==> config.mk <==
export PLATFORM = sky130hd
export DESIGN_NAME = fbpa_queue
export DESIGN_NICKNAME = d
export VERILOG_FILES = /design/src/hw/rtl/fbpa_pkg.sv /design/src/hw/rtl/fbpa_queue.sv
export SDC_FILE = /design/constraint.sdc
export NUM_CORES = 1
export LEC_CHECK = 0
export BUFFER_PORTS_ARGS = -buffer_cell sky130_fd_sc_hd__clkbuf_2
export CORE_ASPECT_RATIO = 0.75
export CORE_MARGIN = 8
export CORE_UTILIZATION = 50
export CTS_CLUSTER_DIAMETER = 60
export DETAILED_ROUTE_END_ITERATION = 16
export GPL_TIMING_DRIVEN = 0
export PLACE_DENSITY = 0.81
export SYNTH_ARGS = -nofsm -noshare
export SYNTH_HDL_FRONTEND = slang
export SYNTH_SLANG_ARGS = --single-unit
==> constraint.sdc <==
create_clock -name clk -period 4.2 [get_ports clk]
set_clock_uncertainty 0.05 [all_clocks]
set_input_delay 0.21 -clock clk [delete_from_list [all_inputs] [get_ports clk]]
set_output_delay 0.21 -clock clk [all_outputs]
set_load 0.02 [all_outputs]
==> src/hw/rtl/fbpa_pkg.sv <==
package fbpa_pkg;

    localparam int SLOTS         = 1024;
    localparam int SLOT_W        = 10;
    localparam int SIZE_W        = 13;
    localparam int ADDR_W        = 32;
    localparam int CAP_W         = 11;
    localparam int PROD_W        = SLOT_W + SIZE_W;
    localparam int POINTER_BYTES = 8;
    localparam int ALIGN_BYTES   = 16;
    localparam int MAX_REQUEST   = 4096;

    localparam int QUEUE_DEPTH   = 2;
    localparam int QPTR_W        = (QUEUE_DEPTH > 1) ? $clog2(QUEUE_DEPTH) : 1;
    localparam int QCNT_W        = $clog2(QUEUE_DEPTH + 1);

    localparam int CFG_IDX_W     = 2;
    localparam int CFG_W         = 32;
    localparam logic [CFG_IDX_W-1:0] CFG_REQUEST_BYTES = 2'd0;
    localparam logic [CFG_IDX_W-1:0] CFG_REGION_BASE   = 2'd1;
    localparam logic [CFG_IDX_W-1:0] CFG_CAPACITY      = 2'd2;

    localparam logic [SIZE_W-1:0] RESET_REQUEST  = 13'd8;
    localparam logic [CAP_W-1:0]  RESET_CAPACITY = 11'd1024;

    localparam logic CMD_ALLOC = 1'b0;
    localparam logic CMD_FREE  = 1'b1;

    typedef enum logic [1:0] {
        OP_ALLOC,
        OP_FREE,
        OP_IGNORE
    } op_kind_t;

    typedef struct packed {
        op_kind_t            kind;
        logic [SLOT_W-1:0]   slot;
    } op_t;

    typedef struct packed {
        logic [SIZE_W-1:0]   block_bytes;
        logic [ADDR_W-1:0]   region_base;
        logic [CAP_W-1:0]    cap;
    } cfg_t;

    // Clamp to the request ceiling, raise to pointer size, then round non-powers of two up to the alignment.
    function automatic logic [SIZE_W-1:0] eff_size(input logic [SIZE_W-1:0] req);
        logic [SIZE_W-1:0] s;
        s = req;
        if (s > SIZE_W'(MAX_REQUEST))
            s = SIZE_W'(MAX_REQUEST);
        if (s < SIZE_W'(POINTER_BYTES))
            s = SIZE_W'(POINTER_BYTES);
        if ((s & (s - SIZE_W'(1))) != '0)
            s = (s + SIZE_W'(ALIGN_BYTES - 1)) & ~SIZE_W'(ALIGN_BYTES - 1);
        return s;
    endfunction

endpackage

==> src/hw/rtl/fbpa_queue.sv <==
module fbpa_queue
(
    input  logic             clk,
    input  logic             rst_n,
    input  logic             push_valid,
    output logic             push_ready,
    input  fbpa_pkg::op_t    push_op,
    output logic             pop_valid,
    input  logic             pop_ready,
    output fbpa_pkg::op_t    pop_op
);

    fbpa_pkg::op_t                    entry_reg [fbpa_pkg::QUEUE_DEPTH];
    logic [fbpa_pkg::QPTR_W-1:0]      wr_ptr_reg, wr_ptr_next;
    logic [fbpa_pkg::QPTR_W-1:0]      rd_ptr_reg, rd_ptr_next;
    logic [fbpa_pkg::QCNT_W-1:0]      count_reg, count_next;
    logic                             do_push;
    logic                             do_pop;

    assign push_ready = (count_reg != fbpa_pkg::QCNT_W'(fbpa_pkg::QUEUE_DEPTH));
    assign pop_valid  = (count_reg != '0);
    assign pop_op     = entry_reg[rd_ptr_reg];
    assign do_push    = push_valid && push_ready;
    assign do_pop     = pop_valid && pop_ready;

    always_comb
    begin
        wr_ptr_next = wr_ptr_reg;
        rd_ptr_next = rd_ptr_reg;
        count_next  = count_reg;
        if (do_push)
            wr_ptr_next = (wr_ptr_reg == fbpa_pkg::QPTR_W'(fbpa_pkg::QUEUE_DEPTH - 1)) ?
                          '0 : wr_ptr_reg + 1'b1;
        if (do_pop)
            rd_ptr_next = (rd_ptr_reg == fbpa_pkg::QPTR_W'(fbpa_pkg::QUEUE_DEPTH - 1)) ?
                          '0 : rd_ptr_reg + 1'b1;
        if (do_push && !do_pop)
            count_next = count_reg + 1'b1;
        else if (!do_push && do_pop)
            count_next = count_reg - 1'b1;
    end

    always_ff @(posedge clk or negedge rst_n)
    begin
        if (!rst_n)
        begin
            wr_ptr_reg <= '0;
            rd_ptr_reg <= '0;
            count_reg  <= '0;
        end
        else
        begin
            wr_ptr_reg <= wr_ptr_next;
            rd_ptr_reg <= rd_ptr_next;
            count_reg  <= count_next;
        end
    end

    always_ff @(posedge clk)
    begin
        if (do_push)
            entry_reg[wr_ptr_reg] <= push_op;
    end

endmodule

==> metrics.cfg <==
[setup_path]
worstPathArrival_ns = 1.83
critPathMaxFanout = 12
crit_path_end_kind = flip-flop
cp.required_ns = 4.10
path_class = flip-flop to flip-flop
cp-start-kind = flip-flop
r2r_start = count_reg[0]$_DFFE_PN0P_
rrSetupSlack_ns = 2.27
ff2ff_path_depth = 3
r2r-end = entry_reg[0][1]$_DFFE_PP_

[final_layout]
antenna_cells = 0
multiInputGateArea_um2 = 242.7
final_common_cell = clkbuf_2
nets = 114
design_area_um2 = 1360
fillCellCount = 138
drive_above_1_share_pct = 50.00
regArea_um2 = 820.8
areaGrowthSynthToFinish_pct = 26.10
largest_register_ffs = 24
layout_common_cells = clkbuf_2 (29), edfxtp_1 (24), mux2_2 (12)
utilization_pct = 67.52

[power]
p_per_area_nw_per_um2 = 658.1
ir_drop_mv = 0.4042
p_leak_nw = 0.5522

[detailed_routing]
dr_total_vias = 599
routed_wl_mm = 1.880
drcViolationCount = 0
drtIter0Drc = 16
via_per_inst = 4.992
first_pass_iters = 4
ant_nets = 0
wl_per_cell_um = 15.67

[synth]
syn_inst = 55
seq_area_frac_synth_pct = 76.10
ys_types = 14
syn_nets = 72
netlist_area_um2 = 1079
synth.largest_area_cell = edfxtp_1
ys_top_cells_by_area = edfxtp_1 (67%), mux2_2 (13%), dfrtp_1 (9.3%)
yosysWarningCount = 0
ys_ff_latch = 28
syn_area_per_cell_um2 = 19.61
synth_top_area_share_pct = 66.82

[timing]
setup_violations = 0
max_freq_ghz = 0.5189
period_share_pct = 45.88
rsz0062_at_grt = false
slew_headroom_pct = 30.00
worst_pin_slew_ns = 1.046
hold_violations = 0
fin_tns_setup_ns = 0
slew_violations = 0
fin_crit_ns = 1.927

[cts]
cts-resized-gates = 0
clk_pin_slew_ns = 0.14
clkSinkCount = 28
cts_buffers = 3
root_buffer = clkbuf_4
htreeDepth = 1
clock_latency_ns = 0.32
cts_tree = built
cts_setup_buffers = 0
clockBufferDepth = 2
cts_hold_buf = 1

[floorplanning]
fp.dieW_um = 69.63
row_count = 14
die_h_um = 56.22
io_pins = 30
initial_utilization_pct = 53.54
dieArea_um2 = 3915
fp.coreArea_um2 = 2014

[grt]
grt_overflow = 0
grtUsageTotal_pct = 10.06
antenna_found_initial = 0
grt_pass1_vias = 670
grt_max_degree = 16
grt_pass1_wl_mm = 3.139

[worst_hold_path]
hold_path_depth = 1
min_from = push_op[6]
worst_hold_path.endpoint = entry_reg[1][6]$_DFFE_PP_
hp-class = input pin to flip-flop

[placed_design]
post_dp_cell_area_um2 = 1254
port_buffers = 29
gp_congestion = 0.7091
dp_hpwl_mm = 1.409

[status]
outcome = finished clean

[flow_run]
cap_violations = 0

==> power by group <==
part,total (mW),switching [mW],internal [mW]
clock network,0.105,0.0707,0.0348
logic,0.366,0.206,0.160
registers,0.424,0.0375,0.387
==> how the worst max path moves through the flow <==
stage	startpoint	end	slack (ns)
finish	count_reg[0]$_DFFE_PN0P_	entry_reg[0][1]$_DFFE_PP_	2.27
global route	count_reg[0]$_DFFE_PN0P_	entry_reg[0][2]$_DFFE_PP_	2.16
CTS	count_reg[0]$_DFFE_PN0P_	entry_reg[0][2]$_DFFE_PP_	2.26
detailed placement	count_reg[0]$_DFFE_PN0P_	entry_reg[0][4]$_DFFE_PP_	2.27
global placement	count_reg[0]$_DFFE_PN0P_	entry_reg[0][9]$_DFFE_PP_	2.33
floorplan	count_reg[0]$_DFFE_PN0P_	entry_reg[0][0]$_DFFE_PP_	2.56
==> kinds of logic after synthesis <==
family                     share of synthesized area [%]
xor gates and xnor gates                           4.061
muxes                                              12.53
and+or+nand+nor                                    4.756
DFF                                                76.10
buffers and inverters                              1.392
adders and majority gates                          1.160
==> cells in the mapped netlist <==
cell type and n:
nor2_1 2, xor2_1 2, xnor2_1 3, nand2_4 1, mux2_2 12, buf_6 1
nand2b_4 1, inv_1 1, and3_1 1, nand2_1 1, edfxtp_1 24, or2_4 1
dfrtp_1 4, ha_1 1
==> critical path, stage by stage (launching register included) <==
cell	delay (ns)
dfrtp_1	0.44
nand2b_4	0.16
nand2_1	0.10
nor2_1	0.81
==> metal layers <==
metal / part of all wire (%) / global-route usage, % / up-vias
met1: 40 / 10.86 / 287
met4: 1.8 / 4.286 / 0
met3: 6.1 / 4.278 / 4
li1: - / - / 287
met2: 51 / 16.93 / 21
met5: 0 / 0 / -
==> area by class of cell <==
type                    instances  share of cell area [%]
plain buffers                   1                  0.8280
inverters                       1                  0.2760
clock buffers                   3                   1.656
repair buffers                 37                   16.56
clock inverters                 1                  0.2760
flip-flops and latches         28                   60.35
multi-input cells              25                   17.85
well taps                      24                   2.208
==> metrics by stage <==
step	total power [mW]	hold WS, ns	worst slack [ns]	instances
floorplan	0.6861	-0.1356	2.559	55
global placement	0.7799	-0.03150	2.334	108
detailed placement	0.7978	-0.02586	2.274	108
CTS	0.9040	0.01093	2.259	113
global route	0.9503	0.003885	2.162	120
finish	0.8951	0.02438	2.273	120
Note: power is estimated with default switching activity, not from simulation.
